==> config.mk <==
export PLATFORM = sky130hd
export DESIGN_NAME = union_find_tree_check_core
export DESIGN_NICKNAME = d
export VERILOG_FILES = /design/src/design/ufc_pkg.sv /design/src/design/ufc_ram.sv /design/src/design/ufc_engine.sv /design/src/design/union_find_tree_check_core.sv
export SDC_FILE = /design/constraint.sdc
export NUM_CORES = 1
export LEC_CHECK = 0
export CAP_MARGIN = 25
export CELL_PAD_IN_SITES_DETAIL_PLACEMENT = 2
export CELL_PAD_IN_SITES_GLOBAL_PLACEMENT = 2
export CORE_ASPECT_RATIO = 0.8
export CORE_MARGIN = 1.5
export CORE_UTILIZATION = 45
export CTS_BUF_LIST = sky130_fd_sc_hd__clkbuf_8
export DETAILED_ROUTE_END_ITERATION = 16
export DONT_BUFFER_PORTS = 1
export HOLD_SLACK_MARGIN = 0.03
export PLACE_DENSITY = 0.68
export SYNTH_ARGS = -nofsm -noshare
export SYNTH_HDL_FRONTEND = slang
export SYNTH_HIERARCHICAL = 1
export SYNTH_SLANG_ARGS = --single-unit
==> constraint.sdc <==
create_clock -name clk_i -period 9.8 [get_ports clk_i]
set_clock_uncertainty 0.05 [all_clocks]
set_input_delay 0.98 -clock clk_i [delete_from_list [all_inputs] [get_ports clk_i]]
set_output_delay 0.98 -clock clk_i [all_outputs]
set_load 0.05 [all_outputs]
==> src/design/ufc_pkg.sv <==
`default_nettype none

package ufc_pkg;

  localparam int unsigned NodeIdW   = 8;
  localparam int unsigned CaseW     = 16;
  localparam int unsigned InDataW   = 16;
  localparam int unsigned OutDataW  = 24;

  // Item kind carried on tuser
  localparam logic KIND_EDGE = 1'b0;
  localparam logic KIND_END  = 1'b1;

  typedef struct packed {
    logic             valid;
    logic [CaseW-1:0] case_number;
    logic             is_tree;
  } ufc_res_t;

endpackage

`default_nettype wire

==> src/design/ufc_ram.sv <==
`default_nettype none

module ufc_ram #(
  parameter int unsigned Depth = 128,
  parameter int unsigned Width = 8
) (
  input  wire logic                     clk_i,
  input  wire logic                     we_i,
  input  wire logic [$clog2(Depth)-1:0] waddr_i,
  input  wire logic [Width-1:0]         wdata_i,
  input  wire logic                     re_i,
  input  wire logic [$clog2(Depth)-1:0] raddr_i,
  output logic      [Width-1:0]         rdata_o
);

  logic [Width-1:0] mem [Depth];

  always_ff @(posedge clk_i) begin
    if (we_i) begin
      mem[waddr_i] <= wdata_i;
    end
  end

  always_ff @(posedge clk_i) begin
    if (re_i) begin
      rdata_o <= mem[raddr_i];
    end
  end

endmodule

`default_nettype wire

==> src/design/ufc_engine.sv <==
`default_nettype none

module ufc_engine
  import ufc_pkg::*;
#(
  parameter int unsigned Nodes = 128
) (
  input  wire logic               clk_i,
  input  wire logic               rst_ni,
  input  wire logic               in_valid_i,
  output logic                    in_ready_o,
  input  wire logic               kind_i,
  input  wire logic [NodeIdW-1:0] node_a_i,
  input  wire logic [NodeIdW-1:0] node_b_i,
  output ufc_res_t                res_o,
  input  wire logic               res_ready_i,
  output logic                    mem_we_o,
  output logic [$clog2(Nodes)-1:0] mem_waddr_o,
  output logic [$clog2(Nodes):0]  mem_wdata_o,
  output logic                    mem_re_o,
  output logic [$clog2(Nodes)-1:0] mem_raddr_o,
  input  wire logic [$clog2(Nodes):0] mem_rdata_i
);

  localparam int unsigned IW = $clog2(Nodes);
  localparam int unsigned CW = IW + 1;

  typedef enum logic [2:0] {
    S_SCAN, S_IDLE, S_FIND_A, S_START_B, S_FIND_B, S_LINK, S_EMIT
  } state_e;

  state_e             state_q, state_d;
  logic [IW-1:0]      a_q, a_d, b_q, b_d, cur_q, cur_d, ra_q, ra_d, rb_q, rb_d;
  logic [IW-1:0]      pidx_q, pidx_d;
  logic [CW-1:0]      cnt_q, cnt_d;
  logic               pend_q, pend_d, emit_q, emit_d;
  logic               still_q, still_d, seen_q, seen_d, multi_q, multi_d;
  logic               verdict_q, verdict_d;
  logic [CaseW-1:0]   case_q, case_d;

  logic               r_used;
  logic [IW-1:0]      r_par;
  logic               a_ok, b_ok;

  assign r_used = mem_rdata_i[IW];
  assign r_par  = mem_rdata_i[IW-1:0];
  assign a_ok   = (node_a_i != '0) && (32'(node_a_i) < 32'(Nodes));
  assign b_ok   = (node_b_i != '0) && (32'(node_b_i) < 32'(Nodes));

  assign res_o.valid       = (state_q == S_EMIT);
  assign res_o.case_number = case_q;
  assign res_o.is_tree     = verdict_q;

  always_comb begin
    state_d     = state_q;
    a_d         = a_q;
    b_d         = b_q;
    cur_d       = cur_q;
    ra_d        = ra_q;
    rb_d        = rb_q;
    pidx_d      = pidx_q;
    cnt_d       = cnt_q;
    pend_d      = pend_q;
    emit_d      = emit_q;
    still_d     = still_q;
    seen_d      = seen_q;
    multi_d     = multi_q;
    verdict_d   = verdict_q;
    case_d      = case_q;
    in_ready_o  = 1'b0;
    mem_we_o    = 1'b0;
    mem_waddr_o = '0;
    mem_wdata_o = '0;
    mem_re_o    = 1'b0;
    mem_raddr_o = '0;

    case (state_q)
      S_IDLE: begin
        in_ready_o = 1'b1;
        if (in_valid_i) begin
          if (kind_i == KIND_END) begin
            state_d = S_SCAN;
            cnt_d   = '0;
            pend_d  = 1'b0;
            emit_d  = 1'b1;
            seen_d  = 1'b0;
            multi_d = 1'b0;
          end else if (!(a_ok && b_ok)) begin
            still_d = 1'b0;
          end else begin
            a_d         = IW'(node_a_i);
            b_d         = IW'(node_b_i);
            cur_d       = IW'(node_a_i);
            mem_re_o    = 1'b1;
            mem_raddr_o = IW'(node_a_i);
            state_d     = S_FIND_A;
          end
        end
      end

      S_FIND_A: begin
        if (r_par == cur_q) begin
          // root reached: mark used and point the start straight at the root
          mem_we_o    = 1'b1;
          mem_waddr_o = a_q;
          mem_wdata_o = {1'b1, cur_q};
          ra_d        = cur_q;
          state_d     = S_START_B;
        end else begin
          mem_re_o    = 1'b1;
          mem_raddr_o = r_par;
          cur_d       = r_par;
        end
      end

      S_START_B: begin
        mem_re_o    = 1'b1;
        mem_raddr_o = b_q;
        cur_d       = b_q;
        state_d     = S_FIND_B;
      end

      S_FIND_B: begin
        if (r_par == cur_q) begin
          mem_we_o    = 1'b1;
          mem_waddr_o = b_q;
          mem_wdata_o = {1'b1, cur_q};
          rb_d        = cur_q;
          if (cur_q == ra_q) begin
            still_d = 1'b0;
            state_d = S_IDLE;
          end else begin
            state_d = S_LINK;
          end
        end else begin
          mem_re_o    = 1'b1;
          mem_raddr_o = r_par;
          cur_d       = r_par;
        end
      end

      S_LINK: begin
        mem_we_o    = 1'b1;
        mem_waddr_o = rb_q;
        mem_wdata_o = {1'b1, ra_q};
        state_d     = S_IDLE;
      end

      S_SCAN: begin
        if (pend_q) begin
          // count roots among used nodes, then reset the entry
          if (r_used && (r_par == pidx_q)) begin
            if (seen_q) begin
              multi_d = 1'b1;
            end
            seen_d = 1'b1;
          end
          mem_we_o    = 1'b1;
          mem_waddr_o = pidx_q;
          mem_wdata_o = {1'b0, pidx_q};
        end
        if (cnt_q != CW'(Nodes)) begin
          mem_re_o    = 1'b1;
          mem_raddr_o = cnt_q[IW-1:0];
          pidx_d      = cnt_q[IW-1:0];
          pend_d      = 1'b1;
          cnt_d       = cnt_q + CW'(1);
        end else begin
          pend_d = 1'b0;
          if (!pend_q) begin
            verdict_d = still_q && !multi_q;
            still_d   = 1'b1;
            state_d   = emit_q ? S_EMIT : S_IDLE;
          end
        end
      end

      S_EMIT: begin
        if (res_ready_i) begin
          case_d  = case_q + CaseW'(1);
          state_d = S_IDLE;
        end
      end

      default: begin
        state_d = S_IDLE;
      end
    endcase
  end

  always_ff @(posedge clk_i or negedge rst_ni) begin
    if (!rst_ni) begin
      state_q   <= S_SCAN;
      a_q       <= '0;
      b_q       <= '0;
      cur_q     <= '0;
      ra_q      <= '0;
      rb_q      <= '0;
      pidx_q    <= '0;
      cnt_q     <= '0;
      pend_q    <= 1'b0;
      emit_q    <= 1'b0;
      still_q   <= 1'b1;
      seen_q    <= 1'b0;
      multi_q   <= 1'b0;
      verdict_q <= 1'b0;
      case_q    <= CaseW'(1);
    end else begin
      state_q   <= state_d;
      a_q       <= a_d;
      b_q       <= b_d;
      cur_q     <= cur_d;
      ra_q      <= ra_d;
      rb_q      <= rb_d;
      pidx_q    <= pidx_d;
      cnt_q     <= cnt_d;
      pend_q    <= pend_d;
      emit_q    <= emit_d;
      still_q   <= still_d;
      seen_q    <= seen_d;
      multi_q   <= multi_d;
      verdict_q <= verdict_d;
      case_q    <= case_d;
    end
  end

`ifndef SYNTHESIS
  a_no_rw_clash: assert property (@(posedge clk_i) disable iff (!rst_ni)
    !(mem_we_o && mem_re_o && (mem_waddr_o == mem_raddr_o)))
    else $error("read and write hit the same entry in one cycle");

  a_link_distinct: assert property (@(posedge clk_i) disable iff (!rst_ni)
    (state_q == S_LINK) |-> (ra_q != rb_q))
    else $error("link attempted between equal roots");

  a_scan_bound: assert property (@(posedge clk_i) disable iff (!rst_ni)
    (state_q == S_SCAN) |-> (cnt_q <= CW'(Nodes)))
    else $error("scan counter ran past the table");

  a_emit_once: assert property (@(posedge clk_i) disable iff (!rst_ni)
    (res_o.valid && res_ready_i) |=> (case_q == $past(case_q) + CaseW'(1)))
    else $error("case count did not advance on result hand-off");
`endif

endmodule

`default_nettype wire

==> src/design/union_find_tree_check_core.sv <==
`default_nettype none
// Edge: node_a's chain and then node_b's chain are walked, one parent-table read per hop
//   on the single read port, then the two roots are linked; a cycle-closing edge skips the link.
// End of case: a scan-and-clear pass over the parent table, then the result is handed over.
// Throughput: one item at a time; a finished result waits in the output register.
// Reset: asynchronous, active low; a clearing pass over the parent table follows reset,
//   during which s_axis_tready stays low.

module union_find_tree_check_core
  import ufc_pkg::*;
#(
  parameter int unsigned NODES = 128
) (
  input  wire logic                clk_i,
  input  wire logic                rst_ni,
  input  wire logic                s_axis_tvalid,
  output logic                     s_axis_tready,
  input  wire logic [InDataW-1:0]  s_axis_tdata,   // node_a [7:0], node_b [15:8]
  input  wire logic [0:0]          s_axis_tuser,   // kind [0]
  output logic                     m_axis_tvalid,
  input  wire logic                m_axis_tready,
  output logic [OutDataW-1:0]      m_axis_tdata    // case_number [15:0], is_tree [16], zero pad
);

  localparam int unsigned IW = $clog2(NODES);

  ufc_res_t          res;
  logic              res_ready;
  logic              mem_we, mem_re;
  logic [IW-1:0]     mem_waddr, mem_raddr;
  logic [IW:0]       mem_wdata, mem_rdata;

  logic              out_valid_q;
  logic [CaseW-1:0]  out_case_q;
  logic              out_tree_q;

  // Parent table: each entry is {used, parent}
  ufc_ram #(
    .Depth (NODES),
    .Width (IW + 1)
  ) u_ram (
    .clk_i   (clk_i),
    .we_i    (mem_we),
    .waddr_i (mem_waddr),
    .wdata_i (mem_wdata),
    .re_i    (mem_re),
    .raddr_i (mem_raddr),
    .rdata_o (mem_rdata)
  );

  ufc_engine #(
    .Nodes (NODES)
  ) u_engine (
    .clk_i       (clk_i),
    .rst_ni      (rst_ni),
    .in_valid_i  (s_axis_tvalid),
    .in_ready_o  (s_axis_tready),
    .kind_i      (s_axis_tuser[0]),
    .node_a_i    (s_axis_tdata[7:0]),
    .node_b_i    (s_axis_tdata[15:8]),
    .res_o       (res),
    .res_ready_i (res_ready),
    .mem_we_o    (mem_we),
    .mem_waddr_o (mem_waddr),
    .mem_wdata_o (mem_wdata),
    .mem_re_o    (mem_re),
    .mem_raddr_o (mem_raddr),
    .mem_rdata_i (mem_rdata)
  );

  // Accept a new result when the output register is empty or being drained
  assign res_ready = !out_valid_q || m_axis_tready;

  always_ff @(posedge clk_i or negedge rst_ni) begin
    if (!rst_ni) begin
      out_valid_q <= 1'b0;
    end else if (res_ready) begin
      out_valid_q <= res.valid;
    end
  end

  // Payload needs no reset; hold it while the transaction stalls
  always_ff @(posedge clk_i) begin
    if (res_ready && res.valid) begin
      out_case_q <= res.case_number;
      out_tree_q <= res.is_tree;
    end
  end

  assign m_axis_tvalid = out_valid_q;
  assign m_axis_tdata  = {{(OutDataW - CaseW - 1){1'b0}}, out_tree_q, out_case_q};

endmodule

`default_nettype wire
# ---- Word-level counts from Yosys, hierarchy flattened
# Memories as Yosys holds them, arrays and structs flattened. A register that Yosys moved wholly into a read port is not among the register bits.
# Index checks and enable logic that the tools add are counted.
dict set report totals {
  ff_bits 93
  ram_bits 1024
  out_inout_bits 26
  word_cells 146
  mem_count 1
}
dict set report op_classes {
  add_sub_neg 2
  magnitude_cmp 2
  n_eq_ne 27
  n_mux 63
  n_bitwise 3
  reduce_logical 30
}
# name words width rd rd_ports_with_merged_regs wr line
set memory_table {}
lappend memory_table {u_ram.mem 128 8 1 1 1 ufc_ram.sv:16} ;# logic [Width-1:0] mem [Depth];
# op count
set op_table {}
lappend op_table {{two-way mux 7 bit} 13}
lappend op_table {{one-hot mux 7 bit (4 select lines)} 2}
lappend op_table {{two-way mux 8 bit} 4}
lappend op_table {{two-way mux 3 bit} 10}
lappend op_table {{two-way mux 1 bit} 24}
lappend op_table {{one-hot mux 8 bit (3 select lines)} 1}
lappend op_table {{== test 7 bit} 3}
lappend op_table {{one-hot mux 7 bit (3 select lines)} 1}
lappend op_table {{!= test 2 x 1 -> 1 bit (second input constant)} 9}
lappend op_table {{one-hot mux 3 bit (6 select lines)} 1}
lappend op_table {{adder 16 x 1 -> 16 bit (second input constant)} 1}
lappend op_table {{< comparator 8 bit (second input constant)} 2}
lappend op_table {{one-hot mux 8 bit (2 select lines)} 1}
lappend op_table {{nonzero test 8 bit} 2}
lappend op_table {{!= test 2 bit (second input constant)} 7}
lappend op_table {{AND reduction 5 bit} 2}
lappend op_table {{== test 3 bit (second input constant)} 3}
lappend op_table {{AND reduction 3 bit} 3}
lappend op_table {{adder 8 x 1 -> 8 bit (second input constant)} 1}
lappend op_table {{!= test 8 bit (second input constant)} 1}
lappend op_table {{AND reduction 2 bit} 4}
lappend op_table {{AND reduction 4 bit} 2}
lappend op_table {{AND reduction 8 bit} 1}
lappend op_table {{AND reduction 7 bit} 1}
lappend op_table {{other kinds (15)} 28}

# ---- Depth between registers and ports, before layout
# Gate-level depths: netlist of run 1.
dict set report logic_depth {
  ltp_word 7
  mapped_depth 15
  ltp_nobuf 11
}

# ---- Cells and area by module
# Netlist of run 1, hierarchy kept.
# module instances cells_each area_per_inst_um2
set by_module_without_submodules {}
lappend by_module_without_submodules {ufc_ram 1 1635 39745.6}
lappend by_module_without_submodules {ufc_engine 1 403 4152.7}
lappend by_module_without_submodules {union_find_tree_check_core 1 30 628.1}

# ---- Least setup slack after synthesis of run 1
# OpenSTA, ideal clock, no wires.
dict set report synth_path {
  path_kind {register -> register}
  from {register u_engine.state_q[1]}
  to {register u_ram.rdata_o[0] (read register of u_ram.mem) (data pin)}
  setup_ns 0.260
  arrival_ns 4.529
  t_required_ns 9.490
  slack_ns 4.962
  path_stages_with_launch 14
  n_path_buf 4
  synth_period_minus_slack_ns 4.838
  path_cell_list {dfrtp_1 -> buf_4 -> or3b_2 -> inv_1 -> and3_1 -> nand2b_1 -> clkbuf_1 -> o21ai_0 -> clkbuf_1 -> buf_1 -> mux4_2 -> mux4_2 -> mux4_2 -> mux2_2}
}
dict set report synth_between {
  elab_chain_cells 3
}
# item line
set synth_rtl {}
lappend synth_rtl {{from (decl)} ufc_engine.sv:32} ;# state_e state_q, state_d;
lappend synth_rtl {{from (signal assigned)} ufc_engine.sv:209} ;# state_q <= state_d;
lappend synth_rtl {{== test 3 x 2 -> 1 bit or == test 3 bit (tied branches)} ufc_engine.sv:77} ;# case (state_q)
lappend synth_rtl {{OR reduction 2 bit (no source line)} n/a}
lappend synth_rtl {{one-hot mux 7 bit (4 select lines) *} ufc_engine.sv:77}
lappend synth_rtl {{net mem_raddr[0]} union_find_tree_check_core.sv:30} ;# logic [IW-1:0] mem_waddr, mem_raddr;
lappend synth_rtl {{to (decl)} ufc_ram.sv:13} ;# output logic [Width-1:0] rdata_o
# The timed path passes the listed nets; every way through them passes the cells marked *.
# A chain may end at the register's enable or synchronous reset.

# ---- Final worst setup path of run 1
dict set report layout_path {
  from {register u_engine.state_q[1]}
  to {register u_ram.rdata_o[4] (read register of u_ram.mem) (data pin)}
}
# Same word-level chain as after synthesis.

==> results.txt, run 1 <==
- In this run, the clock network consumes 24.2% of the power.
- Global Route met1 Usage: 35.6%
- Site Rows: 102
- After clock tree synthesis, the clock-pin slew on the worst setup and hold paths is 0.06 ns.
- Vertical extent of the die: 284 microns
- For this run, the total global-route usage over all layers was measured as 25.1%.
- In the synthesized netlist the dominant register cell turns out to be sky130_fd_sc_hd__edfxtp_1.
* Number of antenna violations at the first check in global routing: 6
* Startpoint kind of the worst setup timing path: flop
- Using the TritonRoute via totals, the vias-per-cell ratio works out to 6.08.
- Slowest CP cell: sky130_fd_sc_hd__buf_4
- TritonCTS built the clock tree.
- Number of remaining DRC errors: 0
- Total half-perimeter wirelength after legalization and detailed placement: 78,000 microns
- Core outline area: 97,400 sq um
- The netlist uses 60 different library cells.
- Final TNS setup: 0 ns
* Max incr delay on CP: 0.80 ns
- Clock Tree Buf Depth: 3
- For this run, asynchronously set or reset flops after synthesis account for 6.76%.
- Setup violations remaining at the end of the flow were counted as 0.
- The floorplan step set the die width to 355 microns.
* Average wire length per cell after detail routing: 34.2 microns
* CTS H-tree depth: 4
* Final hold vios: 0
- The first TritonRoute pass finished after 7 iterations.
- Number of vias after detailed routing: 22,205
- The die covers 101,000 sq um.
- For this design the ratio of total power to cell area is 302 nW/um^2.
- Part of the total power dissipated in sequential elements: 38.8%
- CP max FO: 103
- Among the stages of the critical path, the cell type that occurs most often is sky130_fd_sc_hd__mux4_2.
- The share of synthesized area in the top cell type comes to 70.7%.
- Entering global routing, the biggest net connects 113 pins.
- The layer flagged by global routing as most heavily used is met2.
* Count of boundary I/O pins: 47
* Endpoint class of the critical path: flop
- The first global-routing pass estimated 180,000 microns of wire.
* Residual antenna-violating net count after detailed routing: 0
- Number of register bits inferred by synthesis: 1,125
* Run status: finished, final reports clean
- Combinational cells account for 37.0% of the total power.
- The min-delay analysis places its worst path in the category in -> reg.
- After layout, the worst path uses 67.4% of the clock period.
- RSZ-0062 raised after global routing: no
* Largest cells by area after synthesis: sky130_fd_sc_hd__edfxtp_1, sky130_fd_sc_hd__mux4_2, sky130_fd_sc_hd__dfrtp_1
* Initial core utilization: 45.7%
- Via count of the first global-routing pass: 24,084
- Initial drt markers: 2,244
- Syn. warnings: 6
- Average footprint of a synthesized cell: 21.5 sq um
- Sequential cells were found to cover 75.0% of the synthesized design area.
- The layout has 8,218 filler cells.
- Counting flops with a built-in enable in the synthesized netlist gives 1,049.
* Count of max-cap constraint violations: 0
- At the pin with the least slew margin, the transition time is 1.12 ns.
* Slew Limit Headroom: 24.6%
* Leakage power summed over all cells: 15.8 nW
- Number of buffers added by the clock tree synthesis step: 176
- The internal power of the cells totals 9.89 mW.
- Post-CTS Setup Repair Bufs: 0
- The post-route netlist has 30.3% of its cells at a drive strength greater than 1.
* Clock Tree Root: sky130_fd_sc_hd__clkbuf_8
- Routability-driven placement finished with a final weighted congestion of 0.816.
- Total cell area at the placement stage: 46,500 sq um
- Most area-hungry cell type in the Yosys netlist: sky130_fd_sc_hd__edfxtp_1
- Overflow left after global routing: 0
- Switching share of power: 34.2%
- The cell area that synthesis handed to floorplanning was 44,500 sq um.
- Compared with the post-synthesis result, the final layout area differs by 11.8%.
- Total clock sinks: 1,125
- In the global route stage, met3 resource usage came out at 4.04%.
- After routing the design area is 49,800 sq um.
- Resized cells post-CTS: 0
- Timing would allow up to 0.151 GHz.
- For this run, global-route usage on met2 was measured as 40.6%.
- For the finished layout, the period the worst path requires is 6.60 ns.
* Crit path arrival time: 7.15 ns
- Port Buf Inserts: 0
- Final Max Slew Viols: 0
- The worst-case IR drop observed on VDD is 0.383 mV.
- After detailed routing, the total wire length is 125,000 microns.
* Data required time at the worst endpoint: 10.35 ns
* Class of the most critical setup path: reg -> reg
- Clock latency of the later-clocked register in the worst-skew pair: 0.89 ns
* Nets@finish: 2,243
- Cells along the critical path: xnor2_1 > buf_4 > or2_2 > a21oi_1 > a222oi_1 > o21ai_4 > buf_12 > buf_4 > mux4_2 > mux4_2 > mux4_2 > mux2_2
* Reported net switching power: 5.14 mW
- Counting every instance in the synthesized netlist gives 2,068.
==> metal layers <==
metal  up-vias  part of all wire, %
met5         -                    0
met4         0                  2.2
met3       165                  5.7
met2       769                   49
met1     12315                   43
li1       8956                    -
==> layout make-up <==
class                   count  area, sq um  share of cell area (%)
clock inverters           124          538                    1.08
diodes                      2         5.00                  0.0101
inverters                  16         60.1                   0.121
clock buffers             187         2570                    5.17
multi-input cells         810        10700                    21.4
repair buffers             90          893                    1.79
well taps                1300         1630                    3.27
flip-flops and latches   1125        33400                    67.1
==> metrics by stage <==
step	setup slack [ns]	instances	utilization, %	total power, mW	hold slack [ns]
floorplan	4.96	2074	-	9.63	0.391
global placement	3.26	3298	47.4	11.3	0.395
detailed placement	3.01	3323	47.7	11.5	0.389
CTS	2.96	3636	50.9	15.2	0.0594
global route	2.74	3654	51.1	15.6	0.107
finish	3.20	3654	51.1	15.0	0.141
==> sequential cells by signal, summed over array words and instances, names as in the netlist, 3 cells and up <==
signal	cells
u_ram/mem	1024
out_case_q	16
u_engine/case_q	16
u_engine/cnt_q	8
u_ram/rdata_o	8
u_engine/a_q	7
u_engine/b_q	7
u_engine/cur_q	7
u_engine/pidx_q	7
u_engine/ra_q	7
u_engine/rb_q	7
u_engine/state_q	3
==> final timing paths <==
kind | start | depth (start not counted) | end | slack, ns
hold reg to reg | u_engine/verdict_q | 0 | out_tree_q | 0.42
hold / removal | s_axis_tvalid | 1 | u_engine/state_q[0] | 0.14
min in group asynchronous | rst_ni | 2 | u_engine/case_q[10] | 0.69
setup / recovery | u_engine/state_q[1] | 12 | u_ram/rdata_o[4] | 3.20
max in group asynchronous | rst_ni | 2 | u_engine/still_q | 8.67
setup reg to reg | u_engine/state_q[1] | 12 | u_ram/rdata_o[4] | 3.20
==> placed cells by master (no fill, tap or decap), types with 8 or more instances in the layout <==
master / instances
sky130_fd_sc_hd__xnor2_1: 17
sky130_fd_sc_hd__or3_1: 10
sky130_fd_sc_hd__nor2_1: 137
sky130_fd_sc_hd__clkinv_2: 12
sky130_fd_sc_hd__and3_1: 12
sky130_fd_sc_hd__nand4_1: 8
sky130_fd_sc_hd__nand2_1: 38
sky130_fd_sc_hd__inv_1: 78
sky130_fd_sc_hd__dfrtp_1: 74
sky130_fd_sc_hd__clkbuf_8: 187
sky130_fd_sc_hd__o21ai_0: 27
sky130_fd_sc_hd__buf_6: 26
sky130_fd_sc_hd__nand3_1: 19
sky130_fd_sc_hd__mux2_2: 45
sky130_fd_sc_hd__nor3_1: 18
sky130_fd_sc_hd__a21o_1: 8
sky130_fd_sc_hd__xor2_1: 20
sky130_fd_sc_hd__buf_4: 55
sky130_fd_sc_hd__clkinv_1: 38
sky130_fd_sc_hd__mux4_2: 336
sky130_fd_sc_hd__edfxtp_1: 1049
==> cells by family (layout without fill, tap and decap cells) <==
family,count (synthesis),count (layout),synth area share (%)
flops,1125,1125,75.0
fa+ha+maj,3,3,0.0843
xor+xnor,37,37,0.728
mux,381,381,18.1
other cells,1,9,0.00842
simple gates,282,282,2.94
compound gates,100,100,1.65
buf+inv,139,417,1.43
==> timing repair <==
| item | in CTS | in global routing |
|---|---|---|
| hold endpoints to repair | 76 | 0 |
| hold buffers | 2 | 0 |
| endpoints found under the setup margin | 0 | 0 |
==> power groups by stage <==
stage / clock network, mW / logic, mW / registers [mW]
finish: 3.64 / 5.56 / 5.84
floorplan: 0 / 3.80 / 5.83
global route: 3.91 / 5.85 / 5.85
CTS: 3.74 / 5.60 / 5.84
global placement: 0 / 5.37 / 5.92
detailed placement: 0 / 5.56 / 5.93
==> critical path: cells and delay by family (launching register included) <==
kind | cells | cell delay (ns)
mux | 4 | 1.98
buf+inv | 3 | 1.61
compound gates | 3 | 1.26
flops | 1 | 0.74
simple gates | 1 | 0.31
xor+xnor | 1 | 0.18
==> synth_stat cells (5+ instances only) <==
library cell,count
sky130_fd_sc_hd__nor2b_1,7
sky130_fd_sc_hd__edfxtp_1,1049
sky130_fd_sc_hd__nand2_1,38
sky130_fd_sc_hd__o21ai_0,33
sky130_fd_sc_hd__buf_1,19
sky130_fd_sc_hd__and3_1,12
sky130_fd_sc_hd__nor2_1,137
sky130_fd_sc_hd__nor4_1,5
sky130_fd_sc_hd__buf_4,21
sky130_fd_sc_hd__xor2_1,20
sky130_fd_sc_hd__mux2_2,45
sky130_fd_sc_hd__nand2b_1,6
sky130_fd_sc_hd__a22o_1,5
sky130_fd_sc_hd__dfrtp_1,74
sky130_fd_sc_hd__mux4_2,336
sky130_fd_sc_hd__a221o_1,14
sky130_fd_sc_hd__buf_2,16
sky130_fd_sc_hd__xnor2_1,17
sky130_fd_sc_hd__nor3_1,24
sky130_fd_sc_hd__a31oi_1,5
sky130_fd_sc_hd__a21o_1,8
sky130_fd_sc_hd__nand4_1,8
sky130_fd_sc_hd__a221oi_1,7
sky130_fd_sc_hd__nand3_1,19
sky130_fd_sc_hd__inv_1,16
sky130_fd_sc_hd__clkbuf_1,65
sky130_fd_sc_hd__a222oi_1,7
sky130_fd_sc_hd__or3_1,10
Power figures use the tool's default switching activity.
==> run 2, diff against run 1 <==
- clock period: 9.8 -> 6.6 ns (I/O delays scaled with it)
==> results.txt, run 2 (synthesis gave the netlist of run 1 again) <==
* Count of max-cap constraint violations: 0
- For the pin with the worst max-slew slack, the measured transition is 1.08 ns.
- The library cells used most frequently in the layout, excluding fill and tap cells, are sky130_fd_sc_hd__edfxtp_1, sky130_fd_sc_hd__mux4_2, sky130_fd_sc_hd__clkbuf_8, sky130_fd_sc_hd__nor2_1, sky130_fd_sc_hd__buf_4.
- TritonCTS built the clock tree.
- After global routing the overflow that remains totals 0.
* Via count of the first global-routing pass: 24,088
- Final worst slack: 0.843 ns
- In this design, the critical path's most frequently occurring cell is sky130_fd_sc_hd__mux4_2.
- The final number of hold-violating endpoints is 0.
* Comb power frac: 37.9%
* Minimum period implied by the final worst setup slack: 5.76 ns
- IR Drop Worst-Case VDD: 0.451 mV
- Clock Tree Root: sky130_fd_sc_hd__clkbuf_8
- Leaving out fill and tap cells, the most frequent cell in the layout is sky130_fd_sc_hd__edfxtp_1.
- For the worst flop-to-flop path, the logic depth is 11.
- Final Core Density: 51.3%
* Slew Limit Headroom: 27.9%
- Setup repair after global routing left no endpoint under its margin.
- The worst hold path begins at s_axis_tuser.
- Die area: 101,000 sq um
* Reg-to-reg startpoint: u_engine/state_q[1]
- Leakage power summed over all cells: 15.9 nW
- The core region is 97,400 sq um.
* Startpoint kind of the worst setup timing path: flop
- The first detailed-routing pass took 7 iterations.
* Class of the most critical setup path: reg -> reg
- From left edge to right edge, the die measures 355 microns.
* Total cell area at the placement stage: 46,700 sq um
* Area growth from synthesis to layout: 12.2%
- Dividing the detail-routed wire length by the instance count gives 33.8 microns.
- Dividing the detail-routed via count by the number of cells gives 6.10.
- For this run, the total global-route usage over all layers was measured as 25.1%.
- Final total power: 22.5 mW
- Reported net switching power: 7.76 mW
- In this run the power density over the cells is 449 nW/um^2.
- Site Rows: 102
* Worst reg2reg endpoint: u_ram/rdata_o[3]
* Post-route standard cell area excluding fillers: 50,000 sq um
- Flip-flop count of the largest register after layout: 1,024
* Endpoint class of the critical path: flop
- The signal on the critical path passes through or3b_2 > inv_1 > and3_1 > nand2b_1 > o21ai_4 > buf_12 > buf_12 > mux4_2 > mux4_2 > mux4_2 > mux2_2.
* CP max FO: 34
- No sink is reached through more buffers than the 3 on the longest clock path.
* Register area: 33,400 sq um
- Nets@finish: 2,278
- Count of boundary I/O pins: 47
- Entering global routing, the biggest net connects 82 pins.
* Pre-CTS setup slack: 0.831 ns
- Timing would allow up to 0.174 GHz.
* Number of remaining DRC errors: 0
- Of the cells placed in the final design, the portion with a size suffix greater than 1 is 30.4%.
* Port Buf Inserts: 0
* Crit path from: u_engine/state_q[1]
- Wires add up to 125,000 microns.
- Number of antenna violations at the first check in global routing: 9
- Residual antenna-violating net count after detailed routing: 0
- The register with the most flip-flops in the final layout is u_ram/mem.
- Clock-pin slew reported for the worst setup and hold paths after clock tree synthesis: 0.06 ns
- Vertical extent of the die: 284 microns
- Data on the critical path arrives at its endpoint at 6.30 ns.
- The largest single stage delay on the critical path is 0.70 ns.
* Clock latency of the later-clocked register in the worst-skew pair: 0.87 ns
- Of the total power, the share spent switching nets is 34.5%.
- Largest registers: u_ram/mem x1024, out_case_q x16, u_engine/case_q x16
- Initial core utilization: 45.7%
- Register-to-register path setup slack: 0.84 ns
- For this block, the initial DRC count from the detailed router was 2,614.
- CTS H-tree depth: 4
- Resized cells post-CTS: 0
- Total clock sinks: 1,125
* Final TNS setup: 0 ns
- Once detailed placement completed, the half-perimeter wirelength came to 77,800 microns.
* Class of the worst hold path: in -> reg
- For this block, the via count after detailed routing is 22,478.
- GPL Wtd Cong: 0.808
- Share of the clock period used by the worst path after layout: 87.2%
* Run status: finished, final reports clean
- WHS Endpoint: u_engine/state_q[0]
- The first global-routing pass estimated 180,000 microns of wire.
- Setup violations, final: 0
* Proportion of power drawn by the clock network: 23.5%
- Number of buffers added by the clock tree synthesis step: 175
- Combined area of the multi-input logic cells: 10,700 sq um
* Data required time at the worst endpoint: 7.14 ns
* Part of the total power dissipated in sequential elements: 38.6%
- Cell internal power was estimated by the tool at 14.7 mW.
- Slowest CP cell: sky130_fd_sc_hd__o21ai_4
* Number of instances on the worst hold path: 3
- The filler cells instantiated in the layout total 8,220.
- Final Max Slew Viols: 0
run 2: changes by cell type in the layout (fill, tap and decap cells not counted), sizes merged:
cell         before  now
clkinvlp          6   10
bufinv            0    1
dlygate4sd3       1   18
clkinv           50   49
inv              84   86
diode             2    3
clkbuf          187  177
buf              89  108
run 2: metrics by stage:
step                instances  hold WS (ns)
finish                   3687         0.136
global route             3686         0.124
CTS                      3679        0.0483
detailed placement       3353         0.316
global placement         3352         0.317
floorplan                2074         0.314
run 2: layout make-up:
class / count / area share, %
Sequential cell: 1125 / 66.8
Timing Repair Buffer: 126 / 2.39
Tap cell: 1300 / 3.25
Clock buffer: 177 / 4.87
Inverter: 16 / 0.120
Clock inverter: 130 / 1.19
Antenna cell: 3 / 0.0150
Multi-Input combinational cell: 810 / 21.3
run 2: layer usage:
metal	wire length [microns]	global-route usage (%)	vias to the layer above	share of wire [%]
li1	-	-	9016	-
met1	55100	37.1	12414	44
met2	59300	38.5	872	48
met3	7710	4.31	174	6.2
met4	2440	7.15	2	2.0
met5	13	0	-	0.010
run 2: worst max-delay path by stage:
stage | endpoint | slack [ns] | cells past startpoint
6_report | u_ram/rdata_o[3] | 0.84 | 11
5_1_grt | u_ram/rdata_o[3] | 0.68 | 11
4_1_cts | u_ram/rdata_o[4] | 0.78 | 12
3_5_place_dp | u_ram/rdata_o[5] | 0.83 | 12
3_3_place_gp | u_ram/rdata_o[4] | 0.89 | 12
2_1_floorplan | u_ram/rdata_o[0] | 1.76 | 13
run 2: critical path: cells and delay by family (launching register included):
family | cells | cell delay (ns)
AOI/OAI and AO/OA | 1 | 0.70
buffers and inverters | 3 | 1.03
DFF | 1 | 0.38
muxes | 4 | 2.00
and+or+nand+nor | 3 | 1.26
run 2: power groups by stage:
| stage | clock network, mW | registers (mW) | logic [mW] |
|---|---|---|---|
| 3_3_place_gp | 0 | 8.79 | 8.25 |
| 4_1_cts | 5.43 | 8.66 | 8.54 |
| 6_report | 5.28 | 8.67 | 8.51 |
| 3_5_place_dp | 0 | 8.80 | 8.48 |
| 5_1_grt | 5.70 | 8.69 | 8.94 |
| 2_1_floorplan | 0 | 8.66 | 5.64 |
run 2: repair_timing:
item                                   in CTS  in global routing
endpoints found under the hold margin      95                  0
hold buffers                               19                  0
setup buffers                               0                  0
